## src/hw/rtl/lrl_pkg.sv

```systemverilog
package lrl_pkg;

  localparam int unsigned ENTRIES  = 16;
  localparam int unsigned KEY_BITS = 32;

  localparam int unsigned IDX_W  = (ENTRIES > 1) ? $clog2(ENTRIES) : 1;
  localparam int unsigned RANK_W = IDX_W;
  localparam int unsigned CNT_W  = $clog2(ENTRIES + 1);

  // field widths of the stream payload
  localparam int unsigned KEY_FIELD_W   = 32;
  localparam int unsigned COUNT_FIELD_W = 5;

  typedef enum logic {
    OP_TOUCH  = 1'b0,
    OP_REMOVE = 1'b1
  } op_e;

  typedef enum logic [2:0] {
    ST_HIT       = 3'd0,
    ST_INSERTED  = 3'd1,
    ST_REMOVED   = 3'd2,
    ST_NOT_FOUND = 3'd3,
    ST_FULL      = 3'd4
  } status_e;

  // controller -> datapath
  typedef struct packed {
    logic accept;    // latch the input item, restart scan
    logic scan_run;  // key scan in progress
    logic update;    // apply list change
    logic head;      // look up least-recent slot
    logic load;      // move result into output register
  } ctrl_cmd_t;

  // datapath -> controller
  typedef struct packed {
    logic scan_done;
    logic out_free;
  } ctrl_stat_t;

endpackage

```

## src/hw/rtl/lru_recency_list.sv

```systemverilog
// LRU recency list: holds up to ENTRIES distinct keys ordered from least to
// most recently used.
// Input stream (s_axis): tuser[0] is the op (0 touch, 1 remove), tdata is the
// key. A touch moves a present key to the most-recent end, or appends an
// absent key there; on a full list the key is dropped and flagged. A remove
// deletes the key wherever it stands, or reports not found.
// Output stream (m_axis): exactly one transfer per input transfer, carrying
// status, the current least-recent key and the number of keys held.
// Timing: one item at a time. After an input transfer the key store RAM is
// scanned one slot per cycle through its single read port, then the ranks
// are updated, the head key is read and the output register is loaded. A
// new item is accepted only after the last one has been loaded.
// The output register lets the next item be accepted while a result waits;
// if the receiver stalls, that next item finishes its scan, the update and
// the head read, and then holds until the output register is free.
// Reset: the list comes up empty (count 0, lru_valid 0); the key store is
// not cleared, since only valid slots are ever compared or reported.
module lru_recency_list (
  input  logic        clk_i,
  input  logic        rst_ni,
  // slave side
  input  logic        s_axis_tvalid,
  output logic        s_axis_tready,
  input  logic [31:0] s_axis_tdata,  // [31:0] key
  input  logic [0:0]  s_axis_tuser,  // [0] op
  // master side
  output logic        m_axis_tvalid,
  input  logic        m_axis_tready,
  output logic [39:0] m_axis_tdata,  // [31:0] lru_key, [36:32] count, rest zero
  output logic [3:0]  m_axis_tuser   // [2:0] status, [3] lru_valid
);
  import lrl_pkg::*;

  ctrl_cmd_t                cmd;
  ctrl_stat_t               stat;
  status_e                  out_status;
  logic                     out_lru_valid;
  logic [KEY_FIELD_W-1:0]   out_lru_key;
  logic [COUNT_FIELD_W-1:0] out_count;

  // sequencer: accept, scan, update, head lookup, result load
  lrl_ctrl u_ctrl (
    .clk_i         (clk_i),
    .rst_ni        (rst_ni),
    .s_axis_tvalid (s_axis_tvalid),
    .s_axis_tready (s_axis_tready),
    .stat_i        (stat),
    .cmd_o         (cmd)
  );

  // key store, valid bits, ranks, count and output register
  lrl_datapath u_datapath (
    .clk_i           (clk_i),
    .rst_ni          (rst_ni),
    .cmd_i           (cmd),
    .stat_o          (stat),
    .op_i            (s_axis_tuser[0]),
    .key_i           (s_axis_tdata),
    .out_ready_i     (m_axis_tready),
    .out_valid_o     (m_axis_tvalid),
    .out_status_o    (out_status),
    .out_lru_valid_o (out_lru_valid),
    .out_lru_key_o   (out_lru_key),
    .out_count_o     (out_count)
  );

  assign m_axis_tdata = {3'b000, out_count, out_lru_key};
  assign m_axis_tuser = {out_lru_valid, out_status};

endmodule

```

## src/hw/rtl/lrl_ram.sv

```systemverilog
module lrl_ram #(
  parameter int unsigned WIDTH = 32,
  parameter int unsigned DEPTH = 16
) (
  input  logic                                        clk_i,
  input  logic                                        we_i,
  input  logic [((DEPTH > 1) ? $clog2(DEPTH) : 1)-1:0] waddr_i,
  input  logic [WIDTH-1:0]                            wdata_i,
  input  logic                                        re_i,
  input  logic [((DEPTH > 1) ? $clog2(DEPTH) : 1)-1:0] raddr_i,
  output logic [WIDTH-1:0]                            rdata_o
);

  logic [WIDTH-1:0] mem_q [DEPTH];
  logic [WIDTH-1:0] rdata_q;

  always_ff @(posedge clk_i) begin
    if (we_i) begin
      mem_q[waddr_i] <= wdata_i;
    end
    if (re_i) begin
      rdata_q <= mem_q[raddr_i];
    end
  end

  assign rdata_o = rdata_q;

endmodule

```

## src/hw/rtl/lrl_ctrl.sv

```systemverilog
module lrl_ctrl (
  input  logic               clk_i,
  input  logic               rst_ni,
  input  logic               s_axis_tvalid,
  output logic               s_axis_tready,
  input  lrl_pkg::ctrl_stat_t stat_i,
  output lrl_pkg::ctrl_cmd_t  cmd_o
);
  import lrl_pkg::*;

  typedef enum logic [4:0] {
    S_IDLE   = 5'b00001,
    S_SCAN   = 5'b00010,
    S_UPDATE = 5'b00100,
    S_HEAD   = 5'b01000,
    S_DONE   = 5'b10000
  } state_e;

  state_e state_q, state_d;

  always_comb begin
    state_d       = state_q;
    cmd_o         = '0;
    s_axis_tready = 1'b0;
    case (state_q)
      S_IDLE: begin
        s_axis_tready = 1'b1;
        if (s_axis_tvalid) begin
          cmd_o.accept = 1'b1;
          state_d      = S_SCAN;
        end
      end
      S_SCAN: begin
        cmd_o.scan_run = 1'b1;
        if (stat_i.scan_done) begin
          state_d = S_UPDATE;
        end
      end
      S_UPDATE: begin
        cmd_o.update = 1'b1;
        state_d      = S_HEAD;
      end
      S_HEAD: begin
        cmd_o.head = 1'b1;
        state_d    = S_DONE;
      end
      S_DONE: begin
        // hold until the output register can take the result
        if (stat_i.out_free) begin
          cmd_o.load = 1'b1;
          state_d    = S_IDLE;
        end
      end
      default: begin
        state_d = S_IDLE;
      end
    endcase
  end

  always_ff @(posedge clk_i or negedge rst_ni) begin
    if (!rst_ni) begin
      state_q <= S_IDLE;
    end else begin
      state_q <= state_d;
    end
  end

endmodule

```

## src/hw/rtl/lrl_datapath.sv

```systemverilog
module lrl_datapath (
  input  logic                                clk_i,
  input  logic                                rst_ni,
  input  lrl_pkg::ctrl_cmd_t                  cmd_i,
  output lrl_pkg::ctrl_stat_t                 stat_o,
  input  logic                                op_i,
  input  logic [lrl_pkg::KEY_FIELD_W-1:0]     key_i,
  input  logic                                out_ready_i,
  output logic                                out_valid_o,
  output lrl_pkg::status_e                    out_status_o,
  output logic                                out_lru_valid_o,
  output logic [lrl_pkg::KEY_FIELD_W-1:0]     out_lru_key_o,
  output logic [lrl_pkg::COUNT_FIELD_W-1:0]   out_count_o
);
  import lrl_pkg::*;

  localparam logic [CNT_W-1:0] ENTRIES_C = CNT_W'(ENTRIES);

  // item registers
  op_e                 op_q;
  logic [KEY_BITS-1:0] key_q;
  logic [KEY_FIELD_W+KEY_BITS-1:0] key_ext;

  // scan
  logic [CNT_W-1:0] cnt_q, cnt_d;
  logic             cmp_vld_q, cmp_vld_d;
  logic [IDX_W-1:0] cmp_idx_q, cmp_idx_d;
  logic             found_q, found_d;
  logic [IDX_W-1:0] hit_idx_q, hit_idx_d;
  logic             free_found_q, free_found_d;
  logic [IDX_W-1:0] free_idx_q, free_idx_d;
  logic             scan_rd;

  // list state
  logic              valid_q [ENTRIES];
  logic              valid_d [ENTRIES];
  logic [RANK_W-1:0] rank_q  [ENTRIES];
  logic [RANK_W-1:0] rank_d  [ENTRIES];
  logic [CNT_W-1:0]  count_q, count_d;
  logic [CNT_W-1:0]  count_m1;
  logic [RANK_W-1:0] hit_rank;
  status_e           status_q, status_d;

  // head lookup
  logic [ENTRIES-1:0] head_oh;
  logic [IDX_W-1:0]   head_idx;
  logic               lv_q;

  // key store
  logic                we;
  logic [IDX_W-1:0]    raddr;
  logic                re;
  logic [KEY_BITS-1:0] rdata;

  // output register
  logic                     out_valid_q;
  status_e                  out_status_q;
  logic                     out_lv_q;
  logic [KEY_FIELD_W-1:0]   out_key_q;
  logic [COUNT_FIELD_W-1:0] out_count_q;
  logic [KEY_BITS+KEY_FIELD_W-1:0]   lru_ext;
  logic [CNT_W+COUNT_FIELD_W-1:0]    cnt_ext;

  assign key_ext = {{KEY_BITS{1'b0}}, key_i};

  // ---------------- scan ----------------
  assign scan_rd = cmd_i.scan_run && (cnt_q < ENTRIES_C);

  always_comb begin
    cnt_d        = cnt_q;
    cmp_vld_d    = scan_rd;
    cmp_idx_d    = cnt_q[IDX_W-1:0];
    found_d      = found_q;
    hit_idx_d    = hit_idx_q;
    free_found_d = free_found_q;
    free_idx_d   = free_idx_q;
    if (cmd_i.accept) begin
      cnt_d        = '0;
      cmp_vld_d    = 1'b0;
      found_d      = 1'b0;
      free_found_d = 1'b0;
    end else begin
      if (scan_rd) begin
        cnt_d = cnt_q + CNT_W'(1);
      end
      // compare the key read last cycle
      if (cmp_vld_q) begin
        if (valid_q[cmp_idx_q] && (rdata == key_q) && !found_q) begin
          found_d   = 1'b1;
          hit_idx_d = cmp_idx_q;
        end
        if (!valid_q[cmp_idx_q] && !free_found_q) begin
          free_found_d = 1'b1;
          free_idx_d   = cmp_idx_q;
        end
      end
    end
  end

  assign stat_o.scan_done = (cnt_q == ENTRIES_C);
  assign stat_o.out_free  = !out_valid_q || out_ready_i;

  // ---------------- update ----------------
  assign count_m1 = count_q - CNT_W'(1);
  assign hit_rank = rank_q[hit_idx_q];

  always_comb begin
    for (int i = 0; i < ENTRIES; i++) begin
      valid_d[i] = valid_q[i];
      rank_d[i]  = rank_q[i];
    end
    count_d  = count_q;
    status_d = status_q;
    we       = 1'b0;
    if (cmd_i.update) begin
      if (op_q == OP_TOUCH) begin
        if (found_q) begin
          for (int i = 0; i < ENTRIES; i++) begin
            if (valid_q[i] && (rank_q[i] > hit_rank)) begin
              rank_d[i] = rank_q[i] - RANK_W'(1);
            end
          end
          rank_d[hit_idx_q] = count_m1[RANK_W-1:0];
          status_d          = ST_HIT;
        end else if ((count_q < ENTRIES_C) && free_found_q) begin
          valid_d[free_idx_q] = 1'b1;
          rank_d[free_idx_q]  = count_q[RANK_W-1:0];
          count_d             = count_q + CNT_W'(1);
          we                  = 1'b1;
          status_d            = ST_INSERTED;
        end else begin
          status_d = ST_FULL;
        end
      end else begin
        if (found_q) begin
          for (int i = 0; i < ENTRIES; i++) begin
            if (valid_q[i] && (rank_q[i] > hit_rank)) begin
              rank_d[i] = rank_q[i] - RANK_W'(1);
            end
          end
          valid_d[hit_idx_q] = 1'b0;
          rank_d[hit_idx_q]  = '0;
          count_d            = count_m1;
          status_d           = ST_REMOVED;
        end else begin
          status_d = ST_NOT_FOUND;
        end
      end
    end
  end

  // ---------------- head lookup ----------------
  always_comb begin
    head_idx = '0;
    for (int i = 0; i < ENTRIES; i++) begin
      head_oh[i] = valid_q[i] && (rank_q[i] == '0);
      if (head_oh[i]) begin
        head_idx = head_idx | IDX_W'(i);
      end
    end
  end

  assign re    = scan_rd || cmd_i.head;
  assign raddr = cmd_i.head ? head_idx : cnt_q[IDX_W-1:0];

  lrl_ram #(
    .WIDTH (KEY_BITS),
    .DEPTH (ENTRIES)
  ) u_key_store (
    .clk_i   (clk_i),
    .we_i    (we),
    .waddr_i (free_idx_q),
    .wdata_i (key_q),
    .re_i    (re),
    .raddr_i (raddr),
    .rdata_o (rdata)
  );

  // ---------------- registers ----------------
  always_ff @(posedge clk_i or negedge rst_ni) begin
    if (!rst_ni) begin
      cnt_q        <= '0;
      cmp_vld_q    <= 1'b0;
      found_q      <= 1'b0;
      free_found_q <= 1'b0;
      count_q      <= '0;
      lv_q         <= 1'b0;
      out_valid_q  <= 1'b0;
      for (int i = 0; i < ENTRIES; i++) begin
        valid_q[i] <= 1'b0;
        rank_q[i]  <= '0;
      end
    end else begin
      cnt_q        <= cnt_d;
      cmp_vld_q    <= cmp_vld_d;
      found_q      <= found_d;
      free_found_q <= free_found_d;
      count_q      <= count_d;
      for (int i = 0; i < ENTRIES; i++) begin
        valid_q[i] <= valid_d[i];
        rank_q[i]  <= rank_d[i];
      end
      if (cmd_i.head) begin
        lv_q <= |head_oh;
      end
      if (cmd_i.load) begin
        out_valid_q <= 1'b1;
      end else if (out_ready_i) begin
        out_valid_q <= 1'b0;
      end
    end
  end

  assign lru_ext = {{KEY_FIELD_W{1'b0}}, rdata};
  assign cnt_ext = {{COUNT_FIELD_W{1'b0}}, count_q};

  always_ff @(posedge clk_i) begin
    cmp_idx_q  <= cmp_idx_d;
    hit_idx_q  <= hit_idx_d;
    free_idx_q <= free_idx_d;
    status_q   <= status_d;
    if (cmd_i.accept) begin
      op_q  <= op_e'(op_i);
      key_q <= key_ext[KEY_BITS-1:0];
    end
    if (cmd_i.load) begin
      out_status_q <= status_q;
      out_lv_q     <= lv_q;
      out_key_q    <= lv_q ? lru_ext[KEY_FIELD_W-1:0] : '0;
      out_count_q  <= cnt_ext[COUNT_FIELD_W-1:0];
    end
  end

  assign out_valid_o     = out_valid_q;
  assign out_status_o    = out_status_q;
  assign out_lru_valid_o = out_lv_q;
  assign out_lru_key_o   = out_key_q;
  assign out_count_o     = out_count_q;

endmodule

```

## config.mk

```make
export PLATFORM = sky130hd
export DESIGN_NAME = lru_recency_list
export DESIGN_NICKNAME = d
export VERILOG_FILES = /design/src/hw/rtl/lrl_pkg.sv /design/src/hw/rtl/lru_recency_list.sv /design/src/hw/rtl/lrl_ram.sv /design/src/hw/rtl/lrl_ctrl.sv /design/src/hw/rtl/lrl_datapath.sv
export SDC_FILE = /design/constraint.sdc
export NUM_CORES = 1
export LEC_CHECK = 0
export ABC_CLOCK_PERIOD_IN_PS = 8900
export BUFFER_PORTS_ARGS = -buffer_cell sky130_fd_sc_hd__buf_2
export CAP_MARGIN = 15
export CELL_PAD_IN_SITES_DETAIL_PLACEMENT = 1
export CELL_PAD_IN_SITES_GLOBAL_PLACEMENT = 1
export CORE_ASPECT_RATIO = 0.8
export CORE_MARGIN = 2
export CORE_UTILIZATION = 30
export DETAILED_ROUTE_END_ITERATION = 8
export GPL_ROUTABILITY_DRIVEN = 0
export PLACE_DENSITY_LB_ADDON = 0.1
export SYNTH_ARGS = -nofsm -noshare
export SYNTH_HDL_FRONTEND = slang
export SYNTH_SLANG_ARGS = --single-unit
export TNS_END_PERCENT = 1
```

## constraint.sdc

```tcl
create_clock -name clk_i -period 8.9 [get_ports clk_i]
set_input_delay 0 -clock clk_i [delete_from_list [all_inputs] [get_ports clk_i]]
set_output_delay 0 -clock clk_i [all_outputs]
set_load 0.05 [all_outputs]
```

**Word-level counts from Yosys, hierarchy flattened**

Memory sizes are Yosys's and may differ from the RTL's. A register that Yosys moved wholly into a read port is not among the register bits.
Index checks and enable logic that the tools add are counted.

- $add $sub $neg: 19
- Order comparisons: 23
- Equal/unequal tests: 12
- Mux-type cells: 173
- Bitwise gates (word level): 9
- Reductions and logical operators: 75

Operators by type and width:

| operator | number |
|---|---|
| two-way mux 4 bit | 109 |
| two-way mux 64 bit | 4 |
| bitwise mux 64 bit | 2 |
| AND 64 bit | 1 |
| greater-than comparator 4 bit | 16 |
| zero test 4 bit | 16 |
| two-way mux 16 bit | 4 |
| inverter 64 bit | 1 |
| subtractor 4 x 1 -> 4 bit, second input constant | 16 |
| two-way mux 5 bit | 9 |
| logical AND 1 bit | 39 |
| demux 4 bit (select 4 bit) | 2 |
| equality test 32 bit | 1 |
| two-way mux 1 bit | 29 |
| case mux 5 bit (5 select lines) | 1 |
| two-way mux 3 bit | 7 |
| AND 16 bit | 1 |
| binary-select mux 4 bit (select 4 bit) | 1 |
| inverter 16 bit | 1 |
| bitwise OR 16 bit | 1 |
| OR reduction 16 bit | 1 |
| greater-or-equal comparator 5 bit, second input constant | 3 |
| inverter 4 -> 5 bit | 3 |
| AND reduction 3 bit | 4 |
| 20 further kinds | 39 |

- Bits in registers: 189
- RAM bits: 512
- Output and inout bits: 46
- Logic and storage cells: 362
- Memories kept: 1

Memory list:

| memory | words | width | rd ports | clocked after memory_dff | wr ports | RTL line | RTL |
|---|---|---|---|---|---|---|---|
| u_datapath.u_key_store.mem_q | 16 | 32 | 1 | 1 | 1 | lrl_ram.sv:14 | `logic [WIDTH-1:0] mem_q [DEPTH];` |

**Depth between registers and ports, before layout**

- Word-level depth: 18
- Depth in mapped cells: 13
- Mapped depth without buffers: 10

**By module**

A second synthesis with hierarchy kept.

- Cells, all modules: 2,074
- Area total of the unflattened synthesis: 32,551.2 um^2

Modules (own cells, without submodules):

| module | times used | cells each | area each (um^2) |
|---|---|---|---|
| lrl_ram | 1 | 838 | 20,155.6 |
| lrl_datapath | 1 | 1,202 | 12,051.6 |
| lrl_ctrl | 1 | 29 | 310.3 |
| lru_recency_list | 1 | 5 | 33.8 |

**Worst setup path before layout**

Ideal clock, no wire load.

- Kind: reg-to-reg
- Start point: register u_datapath.hit_idx_q[0]
- End point: register u_datapath.rank_q[59] (netlist name)
- Library setup time: 0.122 ns
- Arrival time: 3.896 ns
- Setup slack: 4.883 ns
- Cell stages (with the launch flop): 14
- Cells stage by stage: edfxtp_1 -> clkbuf_1 -> buf_1 -> buf_1 -> mux4_2 -> mux4_2 -> inv_1 -> ha_1 -> and4b_1 -> a211oi_1 -> nor3_1 -> xnor2_1 -> o31ai_1 -> a32o_1

- Cells in the longest elaborated chain, start to end: 13
- Elaborated cells between the ends (all ways): 23
- Classes of those cells: order compare: 3; mux: 15; bitwise: 3; reduce/logical: 2

Ends and longest elaborated chain:

| item | RTL line | RTL |
|---|---|---|
| start, declared | lrl_datapath.sv:29 | `logic [IDX_W-1:0] hit_idx_q, hit_idx_d;` |
| start signal, assigned | lrl_datapath.sv:219 | `hit_idx_q <= hit_idx_d;` |
| inverter 4 -> 5 bit (implied by the code) (*) | lrl_datapath.sv:105, lrl_datapath.sv:123, lrl_datapath.sv:142 |  |
| binary-select mux 4 bit (select 4 bit) | lrl_datapath.sv:105 | `assign hit_rank = rank_q[hit_idx_q];` |
| two-way mux 4 bit (implied by the code) (2 in series) | lrl_datapath.sv:105 |  |
| greater-than comparator 4 bit | lrl_datapath.sv:119, lrl_datapath.sv:137 |  |
| logical AND 1 bit | lrl_datapath.sv:119, lrl_datapath.sv:137 |  |
| two-way mux 4 bit | lrl_datapath.sv:119, lrl_datapath.sv:137 |  |
| two-way mux 4 bit | lrl_datapath.sv:117, lrl_datapath.sv:135 |  |
| two-way mux 4 bit | lrl_datapath.sv:116 | `if (op_q == OP_TOUCH) begin` |
| two-way mux 4 bit | lrl_datapath.sv:115 | `if (cmd_i.update) begin` |
| bitwise mux 64 bit or AND 64 bit (tied branches) | -- |  |
| two-way mux 64 bit (on tied branches) | lrl_datapath.sv:117, lrl_datapath.sv:135 |  |
| two-way mux 64 bit (*) | lrl_datapath.sv:116 |  |
| end signal, assigned by index | lrl_datapath.sv:201 | `rank_q[i] <= rank_d[i];` |
| end, declared | lrl_datapath.sv:37 | `logic [RANK_W-1:0] rank_q [ENTRIES];` |

Mark *: on every way between the ends. The rest lies on a longest branch, timed or not. The select of a mux whose other input is x is not followed.
A chain may end at the register's enable or synchronous reset.

**Worst setup path after layout**

- Start point: register u_datapath.rank_q[40] (netlist name)
- End point: register u_datapath.u_key_store.rdata_q[16] (netlist: u_datapath.u_key_store.rdata_o[16]) (read register of u_datapath.u_key_store.mem_q), data pin

- Cells in the longest elaborated chain, start to end: 14

Ends and longest elaborated chain:

| item | RTL line | RTL |
|---|---|---|
| zero test 4 bit | lrl_datapath.sv:156 | `head_oh[i] = valid_q[i] && (rank_q[i] == '0);` |
| logical AND 1 bit | lrl_datapath.sv:156 |  |
| two-way mux 3 bit (3 in series) | lrl_datapath.sv:157 | `if (head_oh[i]) begin` |
| two-way mux 4 bit (8 in series) | lrl_datapath.sv:157 |  |
| two-way mux 4 bit | lrl_datapath.sv:164 | `assign raddr = cmd_i.head ? head_idx : cnt_q[IDX_W-1:0];` |
| end, declared | lrl_ram.sv:15 | `logic [WIDTH-1:0] rdata_q;` |

Every way passes these cells.

==> flow_summary.toml <==
[outcome]
status = "complete, no violations"

[route]
viasPerCell = 5.92
drt-initial-drc-count = 2631
finalWirelength_um = 136000
ant_nets = 0
vias = 26000
detail_route.wl_per_cell_um = 30.8
drc = 0
drt-pass1-iter-count = 5

[die]
die_w_um = 388
die-area_um2 = 121000
initial_utilization_pct = 30.3
die_y_um = 311
core_area_um2 = 117000
fp-row-count = 112
io_pins = 83

[sta]
slew_viol_final = 0
setup_viol_count_final = 0
skew_ns = 0.0407
tightest_slew_ns = 1.11
rsz0062_at_grt = "false"
fmax_ghz = 0.201
period_minus_slack_ns = 4.98
tns_ns = 0
finalHoldViolCount = 0
slew_headroom_pct = 24.8
worst_slack_ns = 3.92
period_share_pct = 55.9

[synthesis]
postSynthAreaPerCell_um2 = 13.1
yosys_warnings = 0
ys_ff_latch = 733
seq_area_frac_synth_pct = 60.7
synth_area_um2 = 35400
synth_enable_flop_cells = 629
async_flop_share_pct = 13.6
ys_types = 78
syn_inst = 2710
synthFlopType = "edfxtp_1"

[grt]
grt_use_total_pct = 22.2
antenna_found_initial = 7
grt_first_pass_wirelength_um = 197000
grt-ovfl-total = 0
grt_max_degree = 101
grt_pass1_vias = 27000

[power_and_ir_drop]
powerDensity_nw_per_um2 = 227
leakagePower_nw = 13.8
peakVddDrop_v = 0.000206

[worst_setup_path]
cpPeakStageDelay_ns = 0.82
slowest_stage = "nor4bb_1"
cp.arrival_ns = 5.38
reg2reg_slack_ns = 3.92
timing.rr.end = "u_datapath.u_key_store.rdata_o[16]"
critPathBufInv = 3
crit_fanout = 47
cp-start-kind = "register"
cp_cell_sequence = "inv_1 > ha_1 > nor4bb_1 > nor4_4 > buf_4 > a31oi_4 > buf_4 > mux2_2 > a2111o_1 > or3_1"
cp_data_required_time_ns = 9.30
crit_family = "simple AND/OR/NAND/NOR gates"
endpoint_kind = "register"
path_class = "register to register"
reg2reg_depth = 10
reg2reg_from = "u_datapath.rank_q[40]"
timing.critical_path.mode_cell = "buf_4"

[min_path]
whs_path_depth = 2
worst_hold_path.endpoint = "u_datapath.key_q[5]"
min_path_type = "primary input to register"
holdCritStartpoint = "s_axis_tdata[5]"

[placement]
numPlacedInstances = 4200
dpl-instance-area_um2 = 37800
preCtsSetupSlack_ns = 3.90
dp_hpwl_um = 77300
port_buffers = 79

[run]
cap_viol_max_count = 0

[clocking]
clk_latency_ns = 0.68
cts_tree = "done"
htreeDepth = 3
cts_max_path_buffers = 3
cts_resized = 0
cts_root_buffer = "clkbuf_16"
cts_sinks = 733
clkTransAtPathRegs_ns = 0.06
cts_buffers = 84

[finish]
final_cells = 4401
drive_above_1_share_pct = 13.8
antenna_cells = 0
final_cell_mix = "edfxtp_1, nand2_1, mux2i_1"
syn_to_final_growth_pct = 15.6
num-nets-final = 2932
design_area_um2 = 40900
layout_commonest_cell = "edfxtp_1"
final.fill_count = 12300
==> worst max path at each step <==
stage                            start                                 end  cells past startpoint
2_1_floorplan  u_datapath.hit_idx_q[0]               u_datapath.rank_q[59]                     13
3_3_place_gp     u_datapath.rank_q[40]  u_datapath.u_key_store.rdata_o[12]                     10
3_5_place_dp     u_datapath.rank_q[40]  u_datapath.u_key_store.rdata_o[16]                     10
4_1_cts          u_datapath.rank_q[40]  u_datapath.u_key_store.rdata_o[16]                     10
5_1_grt          u_datapath.rank_q[40]  u_datapath.u_key_store.rdata_o[16]                     10
6_report         u_datapath.rank_q[40]  u_datapath.u_key_store.rdata_o[16]                     10
==> Yosys cell counts, drive strengths merged, types with 14 or more instances <==
library cell  instances  area, um^2
nor2                113         424
buf                  30         169
o22ai               105         657
mux2                 33         372
nor4                 16         121
o21ai               113         566
a22oi                49         368
nand4                82         513
a22o                 26         228
a41oi                32         280
mux4                 25         563
o211a                32         320
mux2i               133        1330
a21o                 22         165
inv                  69         259
a311oi               67         587
or4                  14         105
nor2b                24         150
a31oi                26         169
and2                 37         231
nor3                 23         115
a2111o               32         360
edfxtp              629       18900
a2111oi              32         280
nand2               156         586
dfrtp                99        2480
xnor2                18         158
a211oi               15         118
a21oi                74         370
o311ai               96         841
xor2                 23         201
or3                  43         274
ha                  102        1280
clkbuf              177         666
nand3                34         170
==> power breakdown <==
group	total (mW)	switching, mW	internal [mW]
clock network	3.47	1.50	1.97
logic	1.62	1.10	0.518
registers	4.20	0.220	3.98
total	9.29	2.82	6.47
==> stage by stage <==
stage | hold WS (ns) | utilization (%) | power (mW)
after floorplan | -0.296 | - | 5.15
after global placement | 0.176 | 32.3 | 5.84
after detailed placement | 0.179 | 32.3 | 5.87
after CTS | 0.0000164 | 35.0 | 9.39
after global routing | 0.00498 | 35.0 | 9.62
final | 0.0468 | 35.0 | 9.29
==> worst reg2reg max path, stage by stage, from the launching register on <==
cell and delay [ns]:
dfrtp_1 0.43, inv_1 0.14, ha_1 0.15, nor4bb_1 0.82, nor4_4 0.07, buf_4 0.34, a31oi_4 0.70, buf_4 0.76
mux2_2 0.51, a2111o_1 0.43, or3_1 0.37
==> flip-flops by register name, summed over array words and instances, names as in the netlist, 3 cells and up <==
signal / count
u_datapath.out_status_o: 3
u_datapath.rank_q: 64
u_ctrl.state_q: 5
u_datapath.free_idx_q: 4
u_datapath.cnt_q: 5
u_datapath.cmp_idx_q: 4
u_datapath.u_key_store.mem_q: 512
u_datapath.out_count_o: 5
u_datapath.hit_idx_q: 4
u_datapath.out_lru_key_o: 32
u_datapath.valid_q: 16
u_datapath.count_q: 5
u_datapath.key_q: 32
u_datapath.u_key_store.rdata_o: 32
u_datapath.status_q: 3
==> kinds of logic (layout without fill, tap and decap cells) <==
group	after synthesis	count (layout)	share of synthesized area (%)
and+or+nand+nor	588	588	8.74
xor gates and xnor gates	41	41	1.01
muxes	191	191	6.40
adders and majority gates	102	102	3.61
other	1	3	0.0106
AOI/OAI and AO/OA	777	777	16.4
DFF	733	733	60.7
buffers and inverters	277	427	3.10
==> per-layer routing <==
metal / vias to the layer above / track usage, % / part of all wire [%]
met2: 886 / 32.6 / 43
met4: 2 / 5.01 / 2.0
li1: 11200 / - / -
met3: 181 / 3.55 / 5.8
met1: 13800 / 33.9 / 49
met5: - / 0 / 0.0052
==> timing repair <==
action,4_1_cts,5_1_grt
endpoints found under the setup margin,0,0
buffers inserted,0,0
endpoints found under the hold margin,103,0
hold buffers,45,0
==> final cells by class <==
type                            instances  area [um^2]  area share (%)
Sequential cell                       733        21500            52.5
Clock inverter                         53          482            1.18
Multi-Input combinational cell       1702        13100            32.0
Clock buffer                          102         2200            5.38
Tap cell                             1539         1930            4.71
Timing Repair Buffer                  202         1450            3.55
Inverter                               70          263           0.642
Note: power is estimated with default switching activity, not from simulation.
